<file path="config.mk">
export PLATFORM = sky130hd
export DESIGN_NAME = mat_cell
export DESIGN_NICKNAME = d
export VERILOG_FILES = /design/src/rtl/assert_macros.svh /design/src/rtl/mat_pkg.sv /design/src/rtl/mat_cell.sv
export SDC_FILE = /design/constraint.sdc
export NUM_CORES = 1
export LEC_CHECK = 0
export BUFFER_PORTS_ARGS = -buffer_cell sky130_fd_sc_hd__buf_2
export CAP_MARGIN = 20
export CORE_MARGIN = 2
export CORE_UTILIZATION = 42
export CTS_CLUSTER_DIAMETER = 40
export CTS_CLUSTER_SIZE = 16
export DETAILED_ROUTE_END_ITERATION = 12
export HOLD_SLACK_MARGIN = 0.05
export PLACE_DENSITY = 0.88
export SETUP_SLACK_MARGIN = 0.02
export SLEW_MARGIN = 5
export SYNTH_ARGS = -nofsm -noshare
export SYNTH_HDL_FRONTEND = slang
export SYNTH_SLANG_ARGS = --single-unit
</file>
<file path="constraint.sdc">
create_clock -name i_clk -period 3.21 [get_ports i_clk]
set_input_delay 0.321 -clock i_clk [delete_from_list [all_inputs] [get_ports i_clk]]
set_output_delay 0.321 -clock i_clk [all_outputs]
set_load 0.01 [all_outputs]
</file>
<file path="src/rtl/assert_macros.svh">
// ----------------------------------------------------------------------------
// Assertion macros shared by the tracker RTL.
// ----------------------------------------------------------------------------
`ifndef ASSERT_MACROS_SVH
`define ASSERT_MACROS_SVH

// Same-cycle implication, checked out of reset.
`define MAT_ASSERT_IMP(label, ante, cons) \
    label: assert property (@(posedge i_clk) disable iff (!i_rst_n) (ante) |-> (cons)) \
        else $error("tracker assertion failed");

// Next-cycle implication, checked out of reset.
`define MAT_ASSERT_NXT(label, ante, cons) \
    label: assert property (@(posedge i_clk) disable iff (!i_rst_n) (ante) |=> (cons)) \
        else $error("tracker assertion failed");

`endif

</file>
<file path="src/rtl/mat_pkg.sv">
`timescale 1ns / 1ps
// ----------------------------------------------------------------------------
// mat_pkg
// Command, status, search and cell operation codes and the shared structs.
// ----------------------------------------------------------------------------
package mat_pkg;

    localparam int PID_W  = 32;
    localparam int TIME_W = 48;
    localparam int OUT_LIMIT = 16;

    // Command codes.
    localparam logic [2:0] CMD_ADD     = 3'd0;
    localparam logic [2:0] CMD_REMOVE  = 3'd1;
    localparam logic [2:0] CMD_SENT    = 3'd2;
    localparam logic [2:0] CMD_ACK     = 3'd3;
    localparam logic [2:0] CMD_TIMEOUT = 3'd4;
    localparam logic [2:0] CMD_OLDEST  = 3'd5;

    // Status codes.
    localparam logic [1:0] ST_OK      = 2'd0;
    localparam logic [1:0] ST_FULL    = 2'd1;
    localparam logic [1:0] ST_NOMATCH = 2'd2;
    localparam logic [1:0] ST_BADSLOT = 2'd3;

    // Search modes of the cell chain.
    localparam logic [1:0] MD_FREE  = 2'd0;
    localparam logic [1:0] MD_MATCH = 2'd1;
    localparam logic [1:0] MD_MIN   = 2'd2;

    // Cell operations.
    localparam logic [2:0] OP_NONE    = 3'd0;
    localparam logic [2:0] OP_WRITE   = 3'd1;
    localparam logic [2:0] OP_CLRBIT  = 3'd2;
    localparam logic [2:0] OP_SEEN    = 3'd3;
    localparam logic [2:0] OP_CLRSEEN = 3'd4;

    localparam logic [TIME_W-1:0] TIME_ONES = {TIME_W{1'b1}};
    localparam logic [TIME_W-1:0] TP_RESET  = 48'd1000000;

    typedef struct packed {
        logic [1:0]       mode;
        logic [PID_W-1:0] key;
    } t_mat_ctl;

    typedef struct packed {
        logic [2:0]        code;
        logic [PID_W-1:0]  pid;
        logic [TIME_W-1:0] stime;
    } t_mat_op;

    typedef struct packed {
        logic              found;
        logic [PID_W-1:0]  pid;
        logic [TIME_W-1:0] stime;
    } t_mat_cand;

    typedef struct packed {
        logic [1:0]        status;
        logic [PID_W-1:0]  pid;
        logic [TIME_W-1:0] stime;
        logic              released;
        logic              valid;
    } t_mat_res;

endpackage

</file>
<file path="src/rtl/mat_cell.sv">
`timescale 1ns / 1ps
// ----------------------------------------------------------------------------
// mat_cell
// One table entry plus one stage of the search chain that runs through all
// entries, carrying the best candidate found so far to the next cell.
// ----------------------------------------------------------------------------
module mat_cell #(
    parameter int TABLE_ENTRIES    = 16,
    parameter int SUBSCRIBER_SLOTS = 8
) (
    input  logic                                 i_clk,
    input  logic                                 i_rst_n,
    input  mat_pkg::t_mat_ctl                    i_ctl,
    input  logic [SUBSCRIBER_SLOTS-1:0]          i_bit,
    input  mat_pkg::t_mat_op                     i_op,
    input  logic [$clog2(TABLE_ENTRIES)-1:0]     i_op_idx,
    input  logic [SUBSCRIBER_SLOTS-1:0]          i_op_mask,
    input  logic [$clog2(TABLE_ENTRIES)-1:0]     i_idx,
    input  mat_pkg::t_mat_cand                   i_cand,
    input  logic [SUBSCRIBER_SLOTS-1:0]          i_cmask,
    input  logic [$clog2(TABLE_ENTRIES)-1:0]     i_cidx,
    output mat_pkg::t_mat_cand                   o_cand,
    output logic [SUBSCRIBER_SLOTS-1:0]          o_cmask,
    output logic [$clog2(TABLE_ENTRIES)-1:0]     o_cidx
);
    import mat_pkg::*;

    localparam int IW = $clog2(TABLE_ENTRIES);

    logic                        r_used;
    logic                        r_seen;
    logic [PID_W-1:0]            r_pid;
    logic [TIME_W-1:0]           r_time;
    logic [SUBSCRIBER_SLOTS-1:0] r_mask;
    t_mat_cand                   r_cand;
    logic [SUBSCRIBER_SLOTS-1:0] r_cmask;
    logic [IW-1:0]               r_cidx;
    logic                        w_hit;
    logic                        w_self_ok;
    logic                        w_take;
    logic [SUBSCRIBER_SLOTS-1:0] w_left;

    assign w_hit  = (i_op_idx == i_idx);
    assign w_left = r_mask & ~i_bit;

    // Does this entry qualify for the running search?
    always_comb begin
        unique case (i_ctl.mode)
            MD_FREE:  w_self_ok = !r_used;
            MD_MATCH: w_self_ok = r_used && (|(r_mask & i_bit)) && (r_pid == i_ctl.key);
            MD_MIN:   w_self_ok = r_used && (|(r_mask & i_bit)) && !r_seen;
            default:  w_self_ok = 1'b0;
        endcase
    end

    // Lower index wins, except that the minimum search prefers a strictly lower id.
    assign w_take = w_self_ok &&
                    (!i_cand.found || ((i_ctl.mode == MD_MIN) && (r_pid < i_cand.pid)));

    // Entry control state.
    always_ff @(posedge i_clk) begin
        if (!i_rst_n) begin
            r_used <= 1'b0;
            r_seen <= 1'b0;
        end else begin
            unique case (i_op.code)
                OP_WRITE:   if (w_hit) r_used <= 1'b1;
                OP_CLRBIT:  if (w_hit && (w_left == '0)) r_used <= 1'b0;
                OP_SEEN:    if (w_hit) r_seen <= 1'b1;
                OP_CLRSEEN: r_seen <= 1'b0;
                default:    ;
            endcase
        end
    end

    // Entry payload.
    always_ff @(posedge i_clk) begin
        if (w_hit && (i_op.code == OP_WRITE)) begin
            r_pid  <= i_op.pid;
            r_time <= i_op.stime;
            r_mask <= i_op_mask;
        end else if (w_hit && (i_op.code == OP_CLRBIT)) begin
            r_mask <= w_left;
        end
    end

    // Chain stage toward the next cell.
    always_ff @(posedge i_clk) begin
        if (!i_rst_n) begin
            r_cand.found <= 1'b0;
        end else begin
            r_cand.found <= w_take ? 1'b1 : i_cand.found;
        end
    end

    always_ff @(posedge i_clk) begin
        if (w_take) begin
            r_cand.pid   <= r_pid;
            r_cand.stime <= r_time;
            r_cmask      <= r_mask;
            r_cidx       <= i_idx;
        end else begin
            r_cand.pid   <= i_cand.pid;
            r_cand.stime <= i_cand.stime;
            r_cmask      <= i_cmask;
            r_cidx       <= i_cidx;
        end
    end

    assign o_cand  = r_cand;
    assign o_cmask = r_cmask;
    assign o_cidx  = r_cidx;

endmodule

</file>
Word-level counts from Yosys, hierarchy flattened. Cells that the tools add are included.

Order comparisons: 1. Bitwise operators: 3. Reduce and logical (&&, ||, !) cells: 20. Eq/ne operators: 11. Multiplexer cells: 11.

Operators by type and width (number): 80-bit two-way mux (1); 32-bit equality test (1); 32-bit less-than comparator (1); 8-bit two-way mux (3); 8-bit bitwise AND (2); 1-bit logical AND (8); 8-bit logical NOT (1); 8-bit inverter (1); 8-bit OR reduction (1); 3-bit by 2-bit equality test with 1-bit output, second input constant (2); 2-bit != test, second input constant (3); 2-bit nonzero test (3); 4-bit equality test (1); 4-bit two-way mux (1); 1-bit one-hot mux with 2 select lines (2); 3-bit by 1-bit equality test with 1-bit output, second input constant (1); 3-bit equality test, second input constant (1); 1-bit logical NOT (3); 1-bit two-way mux (3); 1-bit one-hot mux with 3 select lines (1); 3-bit AND reduction (1); 2-bit by 1-bit equality test with 1-bit output, second input constant (1); 2-bit equality test, second input constant (1); 2-bit logical NOT (1); other kinds (2) (2).

Word-level logic and storage cells: 56. Bits in registers: 183. Input bits: 236. Output and inout bits: 93.

Depth between registers and ports, before layout. Gate-level depths: netlist of the first run.

Word-level depth: 7. Depth in mapped cells: 10. Gate-level depth less buffers: 8.

Worst setup path after synthesis of the first run. No wires, ideal clock.

Path type: input port to flip-flop. Start: input port i_idx[3]. End: register r_pid[0], enable pin. Buffers on the path: 0. Setup slack: 0.084 ns. Setup time: 0.434 ns. Required time: 2.776 ns. Arrival time: 2.692 ns. Stages: 6. Cells stage by stage: xor2_1 > nor3_1 > nand3_1 > nor2_1 > nand2_1 > inv_1.

Cells in the longest elaborated chain, start to end: 2.

RTL lines: from (decl) (line mat_cell.sv:18) `input logic [$clog2(TABLE_ENTRIES)-1:0] i_idx,`; 4-bit equality test (line mat_cell.sv:43) `assign w_hit = (i_op_idx == i_idx);`; 1-bit logical AND (line mat_cell.sv:78) `if (w_hit && (i_op.code == OP_WRITE)) begin`; to (signal assigned) (line mat_cell.sv:79) `r_pid <= i_op.pid;`; to (decl) (line mat_cell.sv:32) `logic [PID_W-1:0] r_pid;`.

No other way between the ends. A chain may end at the register's enable or synchronous reset.

Worst setup path after layout of the first run.
Start: register r_pid[31]. End: register r_cand (netlist bit o_cand[13]).

Cells in the longest elaborated chain, start to end: 5. Elaborated cells between the ends (all ways): 8. Classes of those cells: order compare (1); eq/ne (1); mux (2); reduce/logical (4).

RTL lines: 32-bit less-than comparator or 32-bit equality test (tied branches) (line mat_cell.sv:58, mat_cell.sv:50); 1-bit logical AND (on tied branches) (line mat_cell.sv:58, mat_cell.sv:50); 1-bit logical OR or 1-bit one-hot mux with 3 select lines (tied branches) (line mat_cell.sv:58, mat_cell.sv:48); 1-bit logical AND (*) (line mat_cell.sv:57) `assign w_take = w_self_ok &&`; 80-bit two-way mux (*) (line mat_cell.sv:97) `if (w_take) begin`; to (decl) (line mat_cell.sv:35) `t_mat_cand r_cand;`.

Mark *: on every way between the ends. The rest lies on a longest branch, timed or not.

==> results.yml, run 1 <==
hold_path:
  hp-class: "input pin to flop"
  hold_start: "i_op[6]"
power_and_ir_drop:
  ir_worst_vdd_v: 0.0003827
  power_w: 0.005097
  power_leakage_nw: 4.365
  p_per_area_nw_per_um2: 515.3
clock_tree:
  clk_latency_ns: 0.43
  ctsHtreeMaxLevel: 4
  ctsRootBufferMaster: "clkbuf_16"
  cts.sinks: 183
  numCtsBuffers: 17
  clk_path_buf_depth: 2
  cts_resized: 0
  clk_pin_slew_worst_paths_ns: 0.07
  cts_tree: "built"
critical_path:
  reg2reg_from: "r_pid[31]"
  cp.arrival_ns: 3.27
  path_delay_family: "simple AND/OR/NAND/NOR gates"
  crit_type: "flop to flop"
  path_cells: "ha_1, nand4_1, nor4_1, nand2_1, a31oi_1, nor4b_4, buf_4, buf_12, mux2_1"
  max_stage_delay_ns: 0.46
  slowest_stage: "nor4_1"
  startpoint_type: "flop"
  crit_path_start: "r_pid[31]"
  path_buf_inv: 2
  cp.required_ns: 3.52
  path_max_fanout: 23
  end_kind: "flop"
route:
  firstDrtPassIters: 5
  initialDrtViolationCount: 228
  num_vias: 5204
  post_drt_wl_per_cell_um: 17.56
  wirelength_um: 19170
  viasPerCell: 4.766
  route.detailed.drc: 0
  ant_nets: 0
timing:
  finalSetupTns_ns: 0
  setup_ws_ns: 0.2463
  period_needed_ns: 2.964
  finalHoldViolations: 0
  report.final.slew_viol_count: 0
  slew_headroom_pct: 55.38
  max_freq_mhz: 337.4
  timing.final.crit_share_pct: 92.33
  worstMarginPinSlew_ns: 0.6668
  setup_viol_count_final: 0
  hold_ws_ns: 0.06449
  skew_ns: 0.01475
  rsz0062_at_grt: "no"
layout:
  syn_to_final_growth_pct: 37.29
  drive_gt1_share_pct: 44.83
  fill_cells: 1323
  final_area_um2: 9889
  nets: 1127
  seqCellArea_um2: 4544
  multi_input_area_um2: 2422
synthesis:
  yosysSeqAreaShare_pct: 63.09
  yosysUniqueCellTypes: 34
  synth_edf_count: 88
  synthArstFlopShare_pct: 0
  ys_warn_count: 0
  syn_nets: 766
  synth_flop_cell: "dfxtp_1"
  syn_inst: 496
  syn_area_per_cell_um2: 14.52
  synth_seq_cells: 183
  syn_area_um2: 7203
floorplanning:
  dieWidth_um: 135.0
  die_h_um: 135.0
  rows: 47
  io_pins: 329
  start_util_pct: 43.13
  coreArea_um2: 16700
  die-area_um2: 18210
global_route:
  grt_use_total_pct: 20.75
  grt_pass1_vias: 5597
  grt_pass1_wl_um: 28480
  grt_max_degree: 44
  antenna_found_initial: 2
  grt_remaining_overflow: 0
outcome:
  outcome: "complete, no violations"
place:
  place_ws_ns: 0.2106
  dpl.hpwl_um: 14630
  gp_congestion: 0.8410
  io_buffers: 328
  postPlaceCellArea_um2: 9138
flow_run:
  drv_cap: 0
## stage by stage
stage               util [%]  instances
CTS                    59.18       1090
detailed placement     54.71       1042
finish                 59.21       1092
global placement       54.71       1042
global route           59.20       1091
floorplan                  -        496
## state kept, by name, summed over array words and instances (netlist names)
register  cells
o_cand       81
o_cidx        4
o_cmask       8
r_mask        8
r_pid        32
r_seen        1
r_time       48
r_used        1
## synth_stat cells, drive strengths merged (2+ instances only)
master,instances,area (µm²)
mux2,100,1126
dfxtp,95,1902
edfxtp,88,2643
inv,38,142.6
ha,34,425.4
xnor2,34,297.8
a21oi,13,65.06
nand4,12,75.07
nand2,11,41.29
buf,10,102.6
nor2b,10,62.56
nor2,9,33.78
o21ai,8,40.03
a22oi,5,37.54
nor4,5,31.28
nor3,4,20.02
a31oi,3,18.77
nand3,3,15.01
xor2,3,26.28
nor4b,2,23.77
## worst register-to-register path, stage by stage, from the launching register on
cell and delay [ns]:
edfxtp_1 0.43, ha_1 0.35, nand4_1 0.27, nor4_1 0.46, nand2_1 0.16, a31oi_1 0.35
nor4b_4 0.11, buf_4 0.20, buf_12 0.17, mux2_1 0.35
## what timing repair did
item / 4_1_cts / 5_1_grt
hold buffers: 16 / 0
buffers inserted: 0 / 0
endpoints found under the hold margin: 16 / 0
setup endpoints to repair: 0 / 0
## cell usage in the layout, fill, tap and decap left out, types with 10 or more instances in the layout
master	n
mux2_2	20
ha_1	34
nand4_1	12
dfxtp_1	95
inv_1	37
edfxtp_1	88
nor2b_1	10
clkbuf_16	17
nand2_1	11
buf_2	328
xnor2_1	34
dlygate4sd3_1	16
mux2_1	80
a21oi_1	13
## cells by family after synthesis
kind of cell / Yosys count / share of synthesized area, %
adders and majority gates: 34 / 5.906
muxes: 100 / 15.63
and+or+nand+nor: 57 / 4.290
AOI/OAI and AO/OA: 37 / 3.179
DFF: 183 / 63.09
buffers and inverters: 48 / 3.405
xor gates and xnor gates: 37 / 4.499
## final timing paths
kind,to,slack [ns],cells after the start
min,r_time[6],0.06,1
max,o_cand[13],0.25,9
max reg2reg,o_cand[13],0.25,9
min reg2reg,o_cand[23],0.46,1
## metal layers
layer | global-route usage [%] | part of all wire, % | up-vias
li1 | - | - | 2514
met1 | 23.08 | 38 | 2434
met2 | 37.25 | 51 | 229
met3 | 7.132 | 8.5 | 27
met4 | 6.655 | 1.7 | 0
met5 | 0 | 0 | -
## power by group
part	switching [W]	internal, W
Sequential	0.0000258	0.00253
Clock	0.00100	0.00105
Combinational	0.000225	0.000267
## layout make-up
cell class | instances | share of cell area (%)
clock buffers | 18 | 4.340
clock inverters | 14 | 1.594
flip-flops and latches | 183 | 45.95
inverters | 38 | 1.455
diodes | 2 | 0.05061
repair buffers | 352 | 19.33
well taps | 220 | 2.783
multi-input cells | 265 | 24.49
(Power assumes the default switching activity.)
==> run 2: changes to the inputs <==
- CTS_CLUSTER_SIZE: 16 -> 8
- PLACE_DENSITY: 0.88 -> 0.76
==> run 2 against run 1 <==
Net effect:
- cell count rose by 2.4%
- first-iteration DRC count shrank 38%
- die area did not move
- clock power barely moved
- flip-flop and latch count did not move
- largest power group unchanged
- cell area grew 2.4%
- setup slack improved by 0.013 ns
==> results.yml, run 2 (same netlist as run 1, synthesis figures left out) <==
critical_path:
  cp.required_ns: 3.51
  cp.arrival_ns: 3.25
  path_cells: "ha_1, o21ai_1, a21oi_1, o311ai_0, a31oi_1, nor4b_4, buf_12, mux2_1"
  path_buf_inv: 1
  crit_type: "flop to flop"
  path_max_fanout: 56
  path_delay_family: "compound AO/OA/AOI/OAI gates"
  slowest_stage: "nor4b_4"
  max_stage_delay_ns: 0.46
  end_kind: "flop"
  startpoint_type: "flop"
layout:
  syn_to_final_growth_pct: 40.59
  finalNonFillerCells: 1118
  fill_cells: 1326
  final_cell_mix: "328 x buf_2, 95 x dfxtp_1, 88 x edfxtp_1, 80 x mux2_1, 42 x dlygate4sd3_1"
  multi_input_area_um2: 2422
  final_common_cell: "buf_2"
  nets: 1150
  drive_gt1_share_pct: 43.34
  largest_reg_flops: 81
  seqCellArea_um2: 4544
global_route:
  grt_use_total_pct: 20.90
  grt_pass1_wl_um: 28430
  grt_remaining_overflow: 0
  grt_max_degree: 57
  grt_pass1_vias: 5556
  antenna_found_initial: 3
timing:
  finalSetupTns_ns: 0
  worstMarginPinSlew_ns: 0.6751
  slew_headroom_pct: 54.83
  setup_viol_count_final: 0
  skew_ns: 0.01383
  report.final.slew_viol_count: 0
  rsz0062_at_grt: "no"
  setup_ws_ns: 0.2597
  finalHoldViolations: 0
  timing.final.crit_share_pct: 91.91
  max_freq_mhz: 338.9
  period_needed_ns: 2.950
outcome:
  outcome: "complete, no violations"
clock_tree:
  numCtsBuffers: 17
  post_cts_buffers: 0
  cts.sinks: 183
  cts_resized: 0
  clk_latency_ns: 0.43
  ctsHtreeMaxLevel: 4
  cts_tree: "built"
  ctsRootBufferMaster: "clkbuf_16"
  clk_path_buf_depth: 2
  clk_pin_slew_worst_paths_ns: 0.08
route:
  viasPerCell: 4.692
  initialDrtViolationCount: 142
  post_drt_wl_per_cell_um: 17.26
  firstDrtPassIters: 4
  ant_nets: 0
  route.detailed.drc: 0
  num_vias: 5246
  wirelength_um: 19300
place:
  dp_cells: 1039
  gp_congestion: 0.8635
  place_ws_ns: 0.2830
  io_buffers: 328
  dpl.hpwl_um: 14460
hold_path:
  hp-class: "input pin to flop"
power_and_ir_drop:
  power_leakage_nw: 4.455
  power_w: 0.005118
  ir_worst_vdd_v: 0.0003331
  p_per_area_nw_per_um2: 505.4
floorplanning:
  coreArea_um2: 16700
  dieWidth_um: 135.0
  io_pins: 329
  start_util_pct: 43.13
  die_h_um: 135.0
  die-area_um2: 18210
  rows: 47
flow_run:
  drv_cap: 0
[run 2: changes by cell type in the layout (fill, tap and decap cells not counted)]
cell           change
buf_12             -1
clkinv_8           +1
dlygate4sd3_1     +26
inv_8              -1
buf_4              -2
diode_2            +3
[run 2: final cells by class]
class                   count  area share [%]
diodes                      5          0.1235
clock buffers              18           4.238
clock inverters            14           1.606
inverters                  38           1.421
multi-input cells         265           23.92
flip-flops and latches    183           44.87
well taps                 220           2.718
repair buffers            375           21.10
[run 2: metrics by stage]
| step | utilization (%) | hold slack, ns | instance area [µm²] |
|---|---|---|---|
| floorplan | - | 0.4199 | 7203 |
| global placement | 54.50 | 0.4330 | 9102 |
| detailed placement | 54.50 | 0.4407 | 9102 |
| CTS | 60.56 | 0.05066 | 10110 |
| global route | 60.59 | 0.05129 | 10120 |
| finish | 60.64 | 0.06677 | 10130 |
[run 2: final timing paths]
kind              slack [ns]  cells past startpoint      start         end
setup / recovery        0.26                      8   r_pid[1]  o_cand[18]
hold / removal          0.07                      1   i_op[44]  r_time[44]
hold reg to reg         0.46                      1  r_time[0]   o_cand[0]
setup reg to reg        0.26                      8   r_pid[1]  o_cand[18]
[run 2: repair_timing]
action / 4_1_cts / 5_1_grt
hold endpoints to repair: 42 / 0
endpoints found under the setup margin: 0 / 0
hold buffers: 42 / 0
[run 2: routing by layer]
metal  part of all wire, %  GRT usage, %  up-vias
met5                     0             0        -
met4                   3.1         9.201        0
met3                   8.2         6.794       39
met2                    51         37.59      229
met1                    38         22.38     2414
li1                      -             -     2564
[run 2: power breakdown]
| group | switching, W | total, W | internal, W |
|---|---|---|---|
| sequential | 0.0000245 | 0.00255 | 0.00253 |
| clock | 0.00101 | 0.00205 | 0.00105 |
| combinational | 0.000227 | 0.000512 | 0.000284 |
| total | 0.00126 | 0.00512 | 0.00386 |
[run 2: worst reg2reg max path: stages, from the launching register on]
cell and delay (ns):
edfxtp_1 0.43, ha_1 0.29, o21ai_1 0.13, a21oi_1 0.06, o311ai_0 0.43, a31oi_1 0.26, nor4b_4 0.46, buf_12 0.35
mux2_1 0.40
